File: src/hw/rtl/assert_macros.svh
// assertion helpers for the rtl
`ifndef ASSERT_MACROS_SVH
`define ASSERT_MACROS_SVH

// same-cycle implication, disabled in reset
`define CHK_SAME(lbl, clk, rst, a, c) \
  lbl: assert property (@(posedge clk) disable iff (rst) (a) |-> (c)) \
    else $error("assertion failed");

// next-cycle implication, disabled in reset
`define CHK_NEXT(lbl, clk, rst, a, c) \
  lbl: assert property (@(posedge clk) disable iff (rst) (a) |=> (c)) \
    else $error("assertion failed");

`endif

File: src/hw/rtl/aac_pkg.sv
`timescale 1ns / 1ps
// ----------------------------------------------------------------------------
// aac_pkg
// Types and codes shared by the address cache controller and datapath.
// ----------------------------------------------------------------------------
package aac_pkg;

  localparam int AGE_W = 5;
  localparam int CNT_W = 8;
  localparam int MAC_W = 48;

  // item kinds
  localparam logic [1:0] KIND_RESOLVE = 2'd0;
  localparam logic [1:0] KIND_LEARN   = 2'd1;
  localparam logic [1:0] KIND_PROBE   = 2'd2;
  localparam logic [1:0] KIND_TICK    = 2'd3;

  // result status codes
  localparam logic [2:0] ST_RESOLVED  = 3'd0;
  localparam logic [2:0] ST_PENDING   = 3'd1;
  localparam logic [2:0] ST_FULL      = 3'd2;
  localparam logic [2:0] ST_LEARNED   = 3'd3;
  localparam logic [2:0] ST_FREED     = 3'd4;
  localparam logic [2:0] ST_NOCHANGE  = 3'd5;
  localparam logic [2:0] ST_TICK_DONE = 3'd6;

  // configuration register indexes
  localparam logic REG_COMPLETE_KILL   = 1'b0;
  localparam logic REG_INCOMPLETE_KILL = 1'b1;

  localparam logic [AGE_W-1:0] COMPLETE_KILL_RST   = 5'd20;
  localparam logic [AGE_W-1:0] INCOMPLETE_KILL_RST = 5'd3;

  typedef struct packed {
    logic [1:0]       kind;
    logic [15:0]      net;
    logic [7:0]       node;
    logic [MAC_W-1:0] mac;
    logic             to_me;
  } req_t;

  typedef struct packed {
    logic [2:0]       status;
    logic [MAC_W-1:0] mac_out;
    logic             send_request;
    logic             dropped_hold;
    logic             release_hold;
    logic [CNT_W-1:0] expired_count;
  } result_t;

  typedef struct packed {
    logic             complete;
    logic             holding;
    logic [15:0]      net;
    logic [7:0]       node;
    logic [AGE_W-1:0] age;
    logic [MAC_W-1:0] mac;
  } entry_t;

  typedef struct packed {
    logic load;
    logic mul;
    logic modr;
    logic rd;
    logic exec;
  } ctl_cmd_t;

  typedef struct packed {
    logic is_tick;
    logic last_bucket;
  } ctl_sts_t;

endpackage

File: src/hw/rtl/aac_ctrl.sv
`timescale 1ns / 1ps
// ----------------------------------------------------------------------------
// aac_ctrl
// Sequencer: hash, bucket read, bucket update, and the aging walk.
// ----------------------------------------------------------------------------
`include "assert_macros.svh"

module aac_ctrl (
  input  logic              clk,
  input  logic              rst,
  input  logic              start,
  input  logic [1:0]        start_kind,
  output logic              busy,
  output aac_pkg::ctl_cmd_t cmd,
  input  aac_pkg::ctl_sts_t sts
);

  typedef enum logic [2:0] {S_IDLE, S_MUL, S_MOD, S_RD, S_EXEC} state_t;

  state_t state;

  // state register
  always_ff @(posedge clk) begin
    if (rst) begin
      state <= S_IDLE;
    end else begin
      case (state)
        S_IDLE: begin
          if (start) begin
            state <= (start_kind == aac_pkg::KIND_TICK) ? S_RD : S_MUL;
          end
        end
        S_MUL:  state <= S_MOD;
        S_MOD:  state <= S_RD;
        S_RD:   state <= S_EXEC;
        S_EXEC: state <= (sts.is_tick && !sts.last_bucket) ? S_RD : S_IDLE;
        default: state <= S_IDLE;
      endcase
    end
  end

  // command decode
  assign busy      = (state != S_IDLE);
  assign cmd.load  = start && (state == S_IDLE);
  assign cmd.mul   = (state == S_MUL);
  assign cmd.modr  = (state == S_MOD);
  assign cmd.rd    = (state == S_RD);
  assign cmd.exec  = (state == S_EXEC);

  `CHK_NEXT(a_accept_busy, clk, rst, cmd.load, busy)
  `CHK_NEXT(a_read_then_exec, clk, rst, cmd.rd, state == S_EXEC)
  `CHK_NEXT(a_lookup_one_row, clk, rst, cmd.exec && !sts.is_tick, state == S_IDLE)

endmodule

File: config.mk
export PLATFORM = sky130hd
export DESIGN_NAME = aac_ctrl
export DESIGN_NICKNAME = d
export VERILOG_FILES = /design/src/hw/rtl/aac_pkg.sv /design/src/hw/rtl/aac_ctrl.sv
export VERILOG_INCLUDE_DIRS = /design/src /design/src/hw/rtl
export SDC_FILE = /design/constraint.sdc
export NUM_CORES = 1
export LEC_CHECK = 0
export ABC_CLOCK_PERIOD_IN_PS = 2900
export CAP_MARGIN = 20
export CORE_AREA = 4 4 41 43
export DETAILED_ROUTE_END_ITERATION = 10
export DIE_AREA = 0 0 45 47
export DONT_BUFFER_PORTS = 1
export HOLD_SLACK_MARGIN = 0.06
export PLACE_DENSITY = 0.3
export SLEW_MARGIN = 25
export SYNTH_ARGS = -nofsm -noshare
export SYNTH_HDL_FRONTEND = slang
export SYNTH_SLANG_ARGS = --single-unit
File: constraint.sdc
create_clock -name clk -period 2.9 [get_ports clk]
set_input_delay 0.29 -clock clk [delete_from_list [all_inputs] [get_ports clk]]
set_output_delay 0.29 -clock clk [all_outputs]
set_load 0.1 [all_outputs]
---- Yosys cells after proc, flatten, opt, wreduce, memory -nomap -nowiden ----
Index checks and enable logic that the tools add are counted.
storage, ports and cells
  output and inout port bits .............. 6
  logic and storage cells ................. 16
  bits of input ports ..................... 7
  register bits after elaboration ......... 3
operators by class
  reduce and logical (&&, ||, !) cells .... 5
  muxes and demuxes ....................... 4
  equal/unequal tests ..................... 6
operators by type and width
  kind                  number
  $pmux W3 S5           1
  $eq A3 B2 Y1 const B  2
  $mux W2               2
  $eq A3 B1 Y1 const B  1
  $eq A3 B3 Y1 const B  1
  $logic_not A3 Y1      1
  $mux W3               1
  $reduce_bool A3 Y1    1
  $eq A2 B2 Y1 const B  1
  $logic_and A1 B1 Y1   2
  $ne A2 B2 Y1 const B  1
  $logic_not A1 Y1      1

---- Longest topological paths before layout ----
Gate-level depths: netlist of the first run.
  depth after elaboration ................. 4
  gate-level depth with buffers ........... 4
  gate-level depth less buffers ........... 3

---- Worst setup path before layout of the first run ----
Ideal clock, no wire load.
  path type ............................... flip-flop to output port
  start ................................... reg state[2]
  end ..................................... out cmd[0] (netlist bit)
  stages on the path, launching flop included .. 3
  slack ................................... -81 ps
  arrival time ............................ 2691 ps
  data required time ...................... 2610 ps
  path buffers ............................ 1
  cell sequence ........................... dfxtp_1 -> buf_2 -> nor3b_1
RTL lines
  element                   RTL line        text
  start: declaration        aac_ctrl.sv:20  state_t state;
  start signal: assignment  aac_ctrl.sv:30  state <= (start_kind == aac_pkg::KIND_TICK) ? S_RD : S_MUL;
  start signal: assignment  aac_ctrl.sv:36  S_EXEC: state <= (sts.is_tick && !sts.last_bucket) ? S_RD : S_IDLE;
  end: declaration          aac_ctrl.sv:14  output aac_pkg::ctl_cmd_t cmd,

==> results of run 1 <==
## layer usage
| metal | global-route usage [%] | up-vias | routed length, µm |
|---|---|---|---|
| met2 | 10.7 | 10 | 304 |
| li1 | - | 106 | - |
| met5 | 0 | - | 0 |
| met3 | 1.92 | 3 | 59 |
| met1 | 6.35 | 99 | 225 |
| met4 | 7.02 | 0 | 20 |
## critical path, stage by stage, from the launching register on
cell	delay, ps
dfxtp_1	400
or3_1	400
buf_4	240
nor2_2	110
buf_4	290
## worst max-delay path by stage
stage / start / end / slack, ps / depth (start not counted)
finish: state[0] / cmd[4] / 920 / 4
detailed placement: state[0] / cmd[4] / 1170 / 4
CTS: state[0] / cmd[4] / 920 / 4
global route: state[0] / cmd[4] / 880 / 4
floorplan: state[2] / cmd[0] / -80 / 2
global placement: state[0] / cmd[4] / 1180 / 4
## logic make-up (layout without fill, tap and decap cells)
kind of cell,Yosys count,count (layout),synth area share (%)
buffers and inverters,4,11,11.8
DFF,3,3,28.4
AOI/OAI and AO/OA,5,5,14.2
and+or+nand+nor,14,14,45.6
## final cells by class
class                      instances  area share (%)
inverter                           1            1.07
timing repair buffer               6            27.9
sequential                         3            17.1
multi-input combinational         19            41.1
clock buffer                       4            7.50
tap                               15            5.36
## stage by stage
step	power, mW	hold slack (ps)
after floorplan	0.148	362
after global placement	0.178	367
after detailed placement	0.179	364
after CTS	0.256	115
after global routing	0.261	120
final	0.253	118
## power groups by stage
stage                     sequential (mW)  clock (mW)  combinational (mW)
after floorplan                    0.0473           0               0.101
after global placement             0.0569           0               0.121
after detailed placement           0.0573           0               0.122
after CTS                          0.0566      0.0773               0.122
after global routing               0.0585      0.0785               0.124
final                              0.0564      0.0754               0.121
## layout by cell type (no fill, tap or decap)
cell type / n
buf_4: 3
o21a_1: 2
nand4bb_1: 1
nor3_1: 2
a21oi_1: 3
nor2_2: 1
and3b_1: 1
nor4_1: 1
or3_1: 1
clkbuf_16: 3
clkbuf_4: 3
clkbuf_1: 1
and2_1: 1
dfxtp_1: 3
nand2b_1: 1
or3b_1: 1
nor2b_1: 1
nor3b_2: 3
inv_1: 1
==> load_flow_metrics.sql, run 1 <==
INSERT INTO impl_metrics (metric_group, metric, value, unit) VALUES
('floorplan', 'io_pins', '13', ''),
('cells_and_area', 'final_layout_size_suffix_gt1_share', '39.4', '%'),
('worst_hold_path', 'timing.hold.worst_path_depth', '1', ''),
('floorplan', 'standard_cell_row_count', '13', ''),
('worst_setup_path', 'start_kind', 'flip-flop', ''),
('worst_hold_path', 'min_from', 'rst', ''),
('sta', 'final.setup.worst_slack', '923', 'ps'),
('worst_setup_path', 'worst-setup-path-type', 'flip-flop to output port', ''),
('floorplan', 'start_util', '16.3', '%'),
('pwr', 'share_clk_of_total_power', '29.8', '%'),
('sta', 'setup_tns', '0', 'ps'),
('worst_hold_path', 'timing.hold.worst_endpoint', 'state[2]', ''),
('floorplan', 'die_height', '47', 'µm'),
('yosys', 'seq_area_frac_synth', '28.4', '%'),
('global_route', 'globalRouteTotalUtil', '6.55', '%'),
('clocking', 'clk_pin_slew_worst_paths', '40', 'ps'),
('clocking', 'tritoncts_clock_tree', 'built', ''),
('sta', 'finalSetupViolations', '0', ''),
('yosys', 'netlist_cell_types', '17', ''),
('yosys', 'synth.ff_latch_count', '3', ''),
('sta', 'worst_pin_slew', '355', 'ps'),
('worst_setup_path', 'ff2ff_setup_slack', '1640', 'ps'),
('placement', 'dpl.hpwl', '448', 'µm'),
('worst_hold_path', 'hold_path.class', 'primary input to flip-flop', ''),
('cells_and_area', 'n_fill_cell', '154', ''),
('cells_and_area', 'post-route-cell-area', '350', 'µm²'),
('worst_setup_path', 'rr_worst_depth', '3', ''),
('worst_setup_path', 'required_arrival_time_at_the_worst_endpoint', '2610', 'ps'),
('sta', 'max_clock_skew', '2.52', 'ps'),
('pwr', 'p_sw_share', '46.9', '%'),
('worst_setup_path', 'crit-reg2reg-launch', 'state[1]', ''),
('yosys', 'synth_fp_nets', '33', ''),
('global_route', 'globalRouteOverflowTotal', '0', ''),
('detailed_routing', 'detailed_route_wl', '609', 'µm'),
('cells_and_area', 'biggestRegsByFlops', 'state (3)', ''),
('yosys', 'synth_area', '211', 'µm²'),
('pwr', 'combinationalPowerShare', '47.9', '%'),
('cells_and_area', 'top_register', 'state', ''),
('clocking', 'cts_buffer_depth', '2', ''),
('clocking', 'h-tree-depth', '1', ''),
('placement', 'dp_worst_setup_slack', '1170', 'ps'),
('clocking', 'cts_post_setup_buffers_inserted', '0', ''),
('cells_and_area', 'finalNetCount', '41', ''),
('global_route', 'grt_antenna_before_repair', '0', ''),
('clocking', 'postCtsResizedCells', '0', ''),
('pwr', 'power.switching', '0.119', 'mW'),
('pwr', 'static-leakage-power', '0.147', 'nW'),
('yosys', 'syn_area_per_cell', '8.13', 'µm²'),
('pwr', 'p_int', '0.134', 'mW'),
('cells_and_area', 'finish.cell_count_without_fillers', '48', ''),
('floorplan', 'die_x', '45', 'µm'),
('placement', 'post-place-cells', '44', ''),
('floorplan', 'floorplan.core_area', '1300', 'µm²'),
('clocking', 'clockRootBuffer', 'clkbuf_4', ''),
('worst_setup_path', 'path_max_fanout', '11', ''),
('sta', 'timing.max_slew.rel_slack', '76.3', '%'),
('floorplan', 'design.die.area', '2120', 'µm²'),
('placement', 'post_dp_cell_area', '324', 'µm²'),
('yosys', 'synth.yosys.warnings', '0', ''),
('pwr', 'seq_power_share', '22.3', '%'),
('yosys', 'yosys.area.top_type', 'dfxtp_1', ''),
('cells_and_area', 'combined_area_of_the_multi_input_logic_cells', '144', 'µm²'),
('detailed_routing', 'drt-vias-per-instance', '4.54', ''),
('sta', 'hold_violation_total_from_the_final_report', '0', ''),
('yosys', 'number_of_enable_flip_flop_cells_after_synthesis', '0', ''),
('worst_setup_path', 'r2r_end', 'state[2]', ''),
('detailed_routing', 'drtPass1Iterations', '2', ''),
('detailed_routing', 'total_via_count_after_detailed_routing', '218', ''),
('outcome', 'outcome', 'finished, final reports clean', ''),
('detailed_routing', 'wl_per_cell', '12.7', 'µm'),
('clocking', 'insertion_delay', '240', 'ps');
(Power assumes the default switching activity.)
==> run 2: changes to the inputs <==
ABC_CLOCK_PERIOD_IN_PS = 2000   (was 2900)
clock period = 2 ns   (was 2.9 ns; I/O delays follow)
==> run 2 against run 1 <==
Compared with the run above:
- clock power increased by 38%
- design area increased by 8.2%
- register-to-register slack got worse by 870 ps
==> load_flow_metrics.sql, run 2 (synthesized netlist as in run 1, its figures left out) <==
INSERT INTO impl_metrics (metric_group, metric, value, unit) VALUES
('detailed_routing', 'wl_per_cell', '12.0', 'µm'),
('sta', 'final.setup.worst_slack', '303', 'ps'),
('global_route', 'globalRouteOverflowTotal', '0', ''),
('detailed_routing', 'detail_route.iter0.violations', '3', ''),
('placement', 'dp_worst_setup_slack', '541', 'ps'),
('sta', 'fmax', '0.589', 'GHz'),
('worst_setup_path', 'start_kind', 'flip-flop', ''),
('global_route', 'grt_max_degree', '12', ''),
('detailed_routing', 'detailed_route_wl', '589', 'µm'),
('detailed_routing', 'remaining_drc_errors', '0', ''),
('floorplan', 'io_pins', '13', ''),
('floorplan', 'design.die.area', '2120', 'µm²'),
('clocking', 'cts_sinks', '3', ''),
('sta', 'max_clock_skew', '1.05', 'ps'),
('floorplan', 'die_height', '47', 'µm'),
('clocking', 'tritoncts_buffers', '3', ''),
('cells_and_area', 'ff_latch_area', '60.1', 'µm²'),
('job', 'maxCapViolCount', '0', ''),
('global_route', 'grt_antenna_before_repair', '0', ''),
('floorplan', 'standard_cell_row_count', '13', ''),
('floorplan', 'die_x', '45', 'µm'),
('cells_and_area', 'post-route-cell-area', '379', 'µm²'),
('cells_and_area', 'area.growth.synth_to_final', '79.3', '%'),
('pwr', 'power_per_cell_area', '993', 'nW/µm²'),
('clocking', 'cts_post_setup_buffers_inserted', '0', ''),
('cells_and_area', 'top_register', 'state', ''),
('clocking', 'tritoncts_clock_tree', 'built', ''),
('worst_setup_path', 'end_kind', 'output port', ''),
('clocking', 'insertion_delay', '230', 'ps'),
('outcome', 'outcome', 'finished, final reports clean', ''),
('cells_and_area', 'num_antenna_cells', '0', ''),
('sta', 'rsz_0062_raised_after_global_routing', 'no', ''),
('cells_and_area', 'final_cell_mix', 'nor3b_2, a21oi_1, clkbuf_4, dfxtp_1, clkbuf_16', ''),
('worst_setup_path', 'cp_data_arrival_time', '1500', 'ps'),
('global_route', 'grt_pass1_wl', '1010', 'µm'),
('placement', 'dpl.hpwl', '469', 'µm'),
('clocking', 'clockRootBuffer', 'clkbuf_4', ''),
('sta', 'timing.max_slew.rel_slack', '77.4', '%'),
('sta', 'hold_violation_total_from_the_final_report', '0', ''),
('clocking', 'postCtsResizedCells', '0', ''),
('worst_hold_path', 'min_from', 'rst', ''),
('detailed_routing', 'drt-vias-per-instance', '4.24', ''),
('detailed_routing', 'total_via_count_after_detailed_routing', '208', ''),
('cells_and_area', 'largest_register_ff_count', '3', ''),
('cells_and_area', 'final_layout_size_suffix_gt1_share', '41.2', '%'),
('clocking', 'clk_pin_slew_worst_paths', '40', 'ps'),
('sta', 'worst_pin_slew', '339', 'ps'),
('placement', 'place.gp.congestion', '0.649', ''),
('detailed_routing', 'drtPass1Iterations', '2', ''),
('pwr', 'static-leakage-power', '0.156', 'nW'),
('sta', 'total_count_of_max_transition_violations_in_the_final_report', '0', ''),
('worst_setup_path', 'timing.critical_path.from', 'state[0]', ''),
('worst_setup_path', 'path_max_fanout', '11', ''),
('cells_and_area', 'combined_area_of_the_multi_input_logic_cells', '150', 'µm²'),
('sta', 'finalSetupViolations', '0', ''),
('sta', 'post-route-min-period', '1700', 'ps'),
('floorplan', 'start_util', '16.3', '%'),
('worst_hold_path', 'hold_path.class', 'primary input to flip-flop', ''),
('clocking', 'cts_hold_buffers', '1', ''),
('pwr', 'worst_ir_drop_vdd', '0.346', 'mV'),
('worst_setup_path', 'crit-reg2reg-launch', 'state[2]', ''),
('cells_and_area', 'n_fill_cell', '147', ''),
('sta', 'finalCritPeriodShare', '84.8', '%'),
('global_route', 'grt_pass1_vias', '211', ''),
('clocking', 'h-tree-depth', '1', ''),
('global_route', 'globalRouteTotalUtil', '7.57', '%'),
('worst_setup_path', 'worst-setup-path-type', 'flip-flop to output port', ''),
('cells_and_area', 'biggestRegsByFlops', 'state (3)', ''),
('clocking', 'cts_buffer_depth', '2', ''),
('floorplan', 'floorplan.core_area', '1300', 'µm²'),
('cells_and_area', 'finalNetCount', '42', ''),
('worst_setup_path', 'required_arrival_time_at_the_worst_endpoint', '1800', 'ps'),
('detailed_routing', 'final_antenna_net_count', '0', ''),
('placement', 'post_dp_cell_area', '343', 'µm²'),
('placement', 'placement.io_buffers', '0', '');
==> run 2: cell types whose count changed in the layout (fill, tap and decap cells not counted) <==
cell           before  now
or3_2               0    1
nor2_4              0    1
nor2_2              1    0
buf_12              0    1
buf_4               3    2
or3_1               1    0
dlygate4sd3_1       0    1
==> run 2: path summary, 6_finish.rpt <==
check,end,depth (start not counted),slack (ps)
min,state[1],2,150
max,cmd[4],3,300
min reg2reg,state[0],2,690
max reg2reg,state[2],3,770
==> run 2: worst max-delay path, cell delays in order (launching register included) <==
cell	delay [ps]
dfxtp_1	390
or3_2	550
nor2_4	140
buf_12	180
==> run 2: per-stage QoR <==
step	setup TNS (ps)	utilization, %	hold slack (ps)	power, mW	cells
6_report	0	29.1	154	0.377	49
5_1_grt	0	29.1	168	0.398	49
4_1_cts	0	29.1	148	0.386	49
3_5_place_dp	0	26.3	274	0.274	44
3_3_place_gp	0	26.3	275	0.272	44
2_1_floorplan	-2640	-	272	0.219	26
==> run 2: metal layers <==
metal  GRT usage (%)  vias to the layer above  share of wire (%)
li1                -                      108                  -
met1            7.69                       92                 41
met2            10.2                        6                 49
met3            3.07                        2                7.6
met4            10.5                        0                1.7
met5               0                        -                  0
==> run 2: where the power goes <==
group          switching (mW)  leakage (nW)  total (mW)  internal (mW)
sequential             0.0150        0.0246      0.0810         0.0660
combinational           0.127         0.116       0.191         0.0647
clock                  0.0295        0.0150       0.104         0.0746
==> run 2: cell type report <==
class	count	share of cell area, %
Sequential cell	3	15.8
Multi-Input combinational cell	19	39.6
Timing Repair Buffer	7	31.7
Clock buffer	4	6.93
Inverter	1	0.990
Tap cell	15	4.95
==> run 3: changes to the inputs <==
ABC_AREA = 1   (was unset)
ABC_CLOCK_PERIOD_IN_PS = 1500   (was 2000)
clock period = 1.5 ns   (was 2 ns; I/O delays follow)
==> run 3 against run 2 <==
Compared with the run above:
- utilization increased by 0.29 points
- power rose by 86%
- sequential power rose by 32%
- sequential share of layout area fell by 0.16 points
- cell count increased by 31%
- synthesized area decreased by 1.2%
- register-to-register slack lost 280 ps
- via count up 21%
==> load_flow_metrics.sql, run 3 <==
INSERT INTO impl_metrics (metric_group, metric, value, unit) VALUES
('worst_hold_path', 'timing.hold.worst_endpoint', 'state[1]', ''),
('cells_and_area', 'top_register', 'state', ''),
('yosys', 'syn_inst', '38', ''),
('global_route', 'globalRouteTotalUtil', '5.84', '%'),
('global_route', 'grt_pass1_vias', '242', ''),
('pwr', 'worst_ir_drop_vdd', '0.690', 'mV'),
('worst_setup_path', 'critical-path-top-delay-family', 'flip-flops', ''),
('placement', 'placement.io_buffers', '0', ''),
('floorplan', 'io_pins', '13', ''),
('yosys', 'synthFlopType', 'dfxtp_1', ''),
('yosys', 'synth.yosys.warnings', '0', ''),
('detailed_routing', 'total_via_count_after_detailed_routing', '252', ''),
('worst_setup_path', 'end_kind', 'output port', ''),
('sta', 'max_clock_skew', '1.25', 'ps'),
('worst_setup_path', 'worstPathBufferInverterCount', '2', ''),
('clocking', 'insertion_delay', '230', 'ps'),
('cells_and_area', 'final_layout_size_suffix_gt1_share', '36.7', '%'),
('cells_and_area', 'largest_register_ff_count', '3', ''),
('worst_setup_path', 'ff2ff_setup_slack', '490', 'ps'),
('worst_setup_path', 'critical_path_slowest_stage_cell', 'dfxtp_1', ''),
('clocking', 'cts_post_setup_buffers_inserted', '0', ''),
('clocking', 'cts_sinks', '3', ''),
('clocking', 'clockRootBuffer', 'clkbuf_4', ''),
('worst_setup_path', 'timing.critical_path.cells', 'inv_2 -> nand2_2 -> buf_4', ''),
('yosys', 'netlist_cell_types', '9', ''),
('sta', 'rsz_0062_raised_after_global_routing', 'no', ''),
('sta', 'final.setup.worst_slack', '155', 'ps'),
('sta', 'total_count_of_max_transition_violations_in_the_final_report', '0', ''),
('worst_setup_path', 'required_arrival_time_at_the_worst_endpoint', '1350', 'ps'),
('worst_setup_path', 'path_max_fanout', '6', ''),
('worst_hold_path', 'min_from', 'rst', ''),
('clocking', 'tritoncts_buffers', '3', ''),
('job', 'maxCapViolCount', '0', ''),
('pwr', 'power_per_cell_area', '1830', 'nW/µm²'),
('detailed_routing', 'detail_route.iter0.violations', '2', ''),
('placement', 'place.gp.congestion', '0.713', ''),
('worst_setup_path', 'start_kind', 'flip-flop', ''),
('worst_setup_path', 'cp_data_arrival_time', '1190', 'ps'),
('sta', 'worst_pin_slew', '278', 'ps'),
('yosys', 'yosys.area.top_type', 'dfxtp_1', ''),
('pwr', 'static-leakage-power', '0.208', 'nW'),
('floorplan', 'floorplan.core_area', '1300', 'µm²'),
('sta', 'finalCritPeriodShare', '89.7', '%'),
('outcome', 'outcome', 'finished, final reports clean', ''),
('cells_and_area', 'biggestRegsByFlops', 'state (3)', ''),
('cells_and_area', 'num_antenna_cells', '0', ''),
('cells_and_area', 'finalNetCount', '57', ''),
('sta', 'fmax', '0.744', 'GHz'),
('cells_and_area', 'layout_commonest_cell', 'inv_1', ''),
('cells_and_area', 'combined_area_of_the_multi_input_logic_cells', '131', 'µm²'),
('worst_setup_path', 'worst-setup-path-type', 'flip-flop to output port', ''),
('worst_setup_path', 'rr_worst_depth', '5', ''),
('cells_and_area', 'layout.core_utilization', '29.4', '%'),
('detailed_routing', 'wl_per_cell', '8.23', 'µm'),
('pwr', 'totalPowerFinal', '0.702', 'mW'),
('worst_setup_path', 'critical_path.max_stage_delay', '440', 'ps'),
('yosys', 'seq_area_frac_synth', '28.7', '%'),
('floorplan', 'die_x', '45', 'µm'),
('worst_setup_path', 'crit-reg2reg-launch', 'state[2]', ''),
('global_route', 'grt_pass1_wl', '841', 'µm'),
('floorplan', 'die_height', '47', 'µm'),
('global_route', 'grt_antenna_before_repair', '0', ''),
('yosys', 'synth_fp_nets', '45', ''),
('clocking', 'cts_buffer_depth', '2', ''),
('worst_hold_path', 'timing.hold.worst_path_depth', '3', ''),
('sta', 'finalSetupViolations', '0', ''),
('yosys', 'synth.area.top_cells', 'dfxtp_1, nand3_1, inv_1', ''),
('global_route', 'grt_max_degree', '7', ''),
('global_route', 'globalRouteOverflowTotal', '0', ''),
('yosys', 'share_of_flip_flops_with_an_asynchronous_set_or_reset', '0', '%'),
('worst_hold_path', 'hold_path.class', 'primary input to flip-flop', ''),
('sta', 'hold_violation_total_from_the_final_report', '0', ''),
('floorplan', 'standard_cell_row_count', '13', ''),
('floorplan', 'start_util', '16.1', '%'),
('yosys', 'synth.ff_latch_count', '3', ''),
('yosys', 'synth.top_cell.area_share', '28.7', '%'),
('sta', 'post-route-min-period', '1340', 'ps'),
('placement', 'dpl.hpwl', '475', 'µm'),
('detailed_routing', 'final_antenna_net_count', '0', ''),
('detailed_routing', 'remaining_drc_errors', '0', ''),
('cells_and_area', 'area.growth.synth_to_final', '83.2', '%'),
('cells_and_area', 'final_cell_mix', 'inv_1, nand2_1, nand3_1, buf_12', ''),
('clocking', 'tritoncts_clock_tree', 'built', ''),
('clocking', 'h-tree-depth', '1', ''),
('placement', 'dp_worst_setup_slack', '386', 'ps'),
('detailed_routing', 'drt-vias-per-instance', '3.94', ''),
('worst_setup_path', 'r2r_end', 'state[1]', ''),
('detailed_routing', 'detailed_route_wl', '527', 'µm'),
('detailed_routing', 'drtPass1Iterations', '3', ''),
('floorplan', 'design.die.area', '2120', 'µm²'),
('cells_and_area', 'n_fill_cell', '154', ''),
('clocking', 'clk_pin_slew_worst_paths', '30', 'ps'),
('yosys', 'synthTopCellsByCount', 'inv_1, nand2_1, nand3_1', ''),
('yosys', 'number_of_enable_flip_flop_cells_after_synthesis', '0', ''),
('cells_and_area', 'ff_latch_area', '60.1', 'µm²'),
('sta', 'timing.max_slew.rel_slack', '81.6', '%'),
('yosys', 'synth_area', '209', 'µm²'),
('yosys', 'syn_area_per_cell', '5.50', 'µm²');
-- run 3: cell count changes in the layout (fill, tap and decap cells not counted), sizes merged, moves of 3 or more --
cell	delta
nor2	+6
buf	+3
clkbuf	-3
inv	+10
a21oi	-3
nand3	+7
nor3b	-3
nand2	+8
-- run 3: report_power, final --
| group | switching, mW | internal (mW) | leakage, nW |
|---|---|---|---|
| Combinational | 0.329 | 0.130 | 0.168 |
| Clock | 0.0378 | 0.0994 | 0.0150 |
| Sequential | 0.0133 | 0.0933 | 0.0246 |
-- run 3: how the worst max path moves through the flow --
stage,startpoint,end,depth (start not counted),slack [ps]
after floorplan,state[0],cmd[4],3,-140
after CTS,state[2],busy,3,140
final,state[2],busy,3,160
after global placement,state[2],busy,3,410
after detailed placement,state[2],busy,3,390
after global routing,state[0],cmd[4],4,90
-- run 3: worst min-delay path, stage by stage --
cell and delay, ps:
inv_1 30, nand3_1 70, nor2_1 40
-- run 3: area by class of cell --
cell class	count	share of cell area, %
Sequential cell	3	15.7
Timing Repair Buffer	7	27.5
Tap cell	15	4.90
Inverter	11	10.8
Multi-Input combinational cell	24	34.3
Clock buffer	4	6.86
-- run 3: cells by family (layout without fill, tap and decap cells) --
family	after synthesis	in the layout	share of synthesized area [%]
flip-flops	3	3	28.7
AND/OR/NAND/NOR	24	24	51.5
buffers and inverters	11	22	19.8
-- run 3: per-layer routing --
metal / vias up / track usage, % / wire [µm]
li1: 135 / - / -
met1: 108 / 4.76 / 189
met2: 7 / 9.89 / 297
met3: 2 / 2.30 / 26
met4: 0 / 7.02 / 12
met5: - / 0 / 0
-- run 3: per-stage QoR --
step           hold WS (ps)  cells  TNS [ps]  area [µm²]
3_3_place_gp            233     59         0         347
4_1_cts                 110     64         0         383
2_1_floorplan           229     38      -135         233
3_5_place_dp            234     59         0         347
5_1_grt                 120     64         0         383
6_report                112     64         0         383
-- run 3: repair_timing --
action,in CTS,in global routing
endpoints found under the setup margin,0,0
gates resized for setup,0,0
endpoints found under the hold margin,1,0
hold buffers,1,0
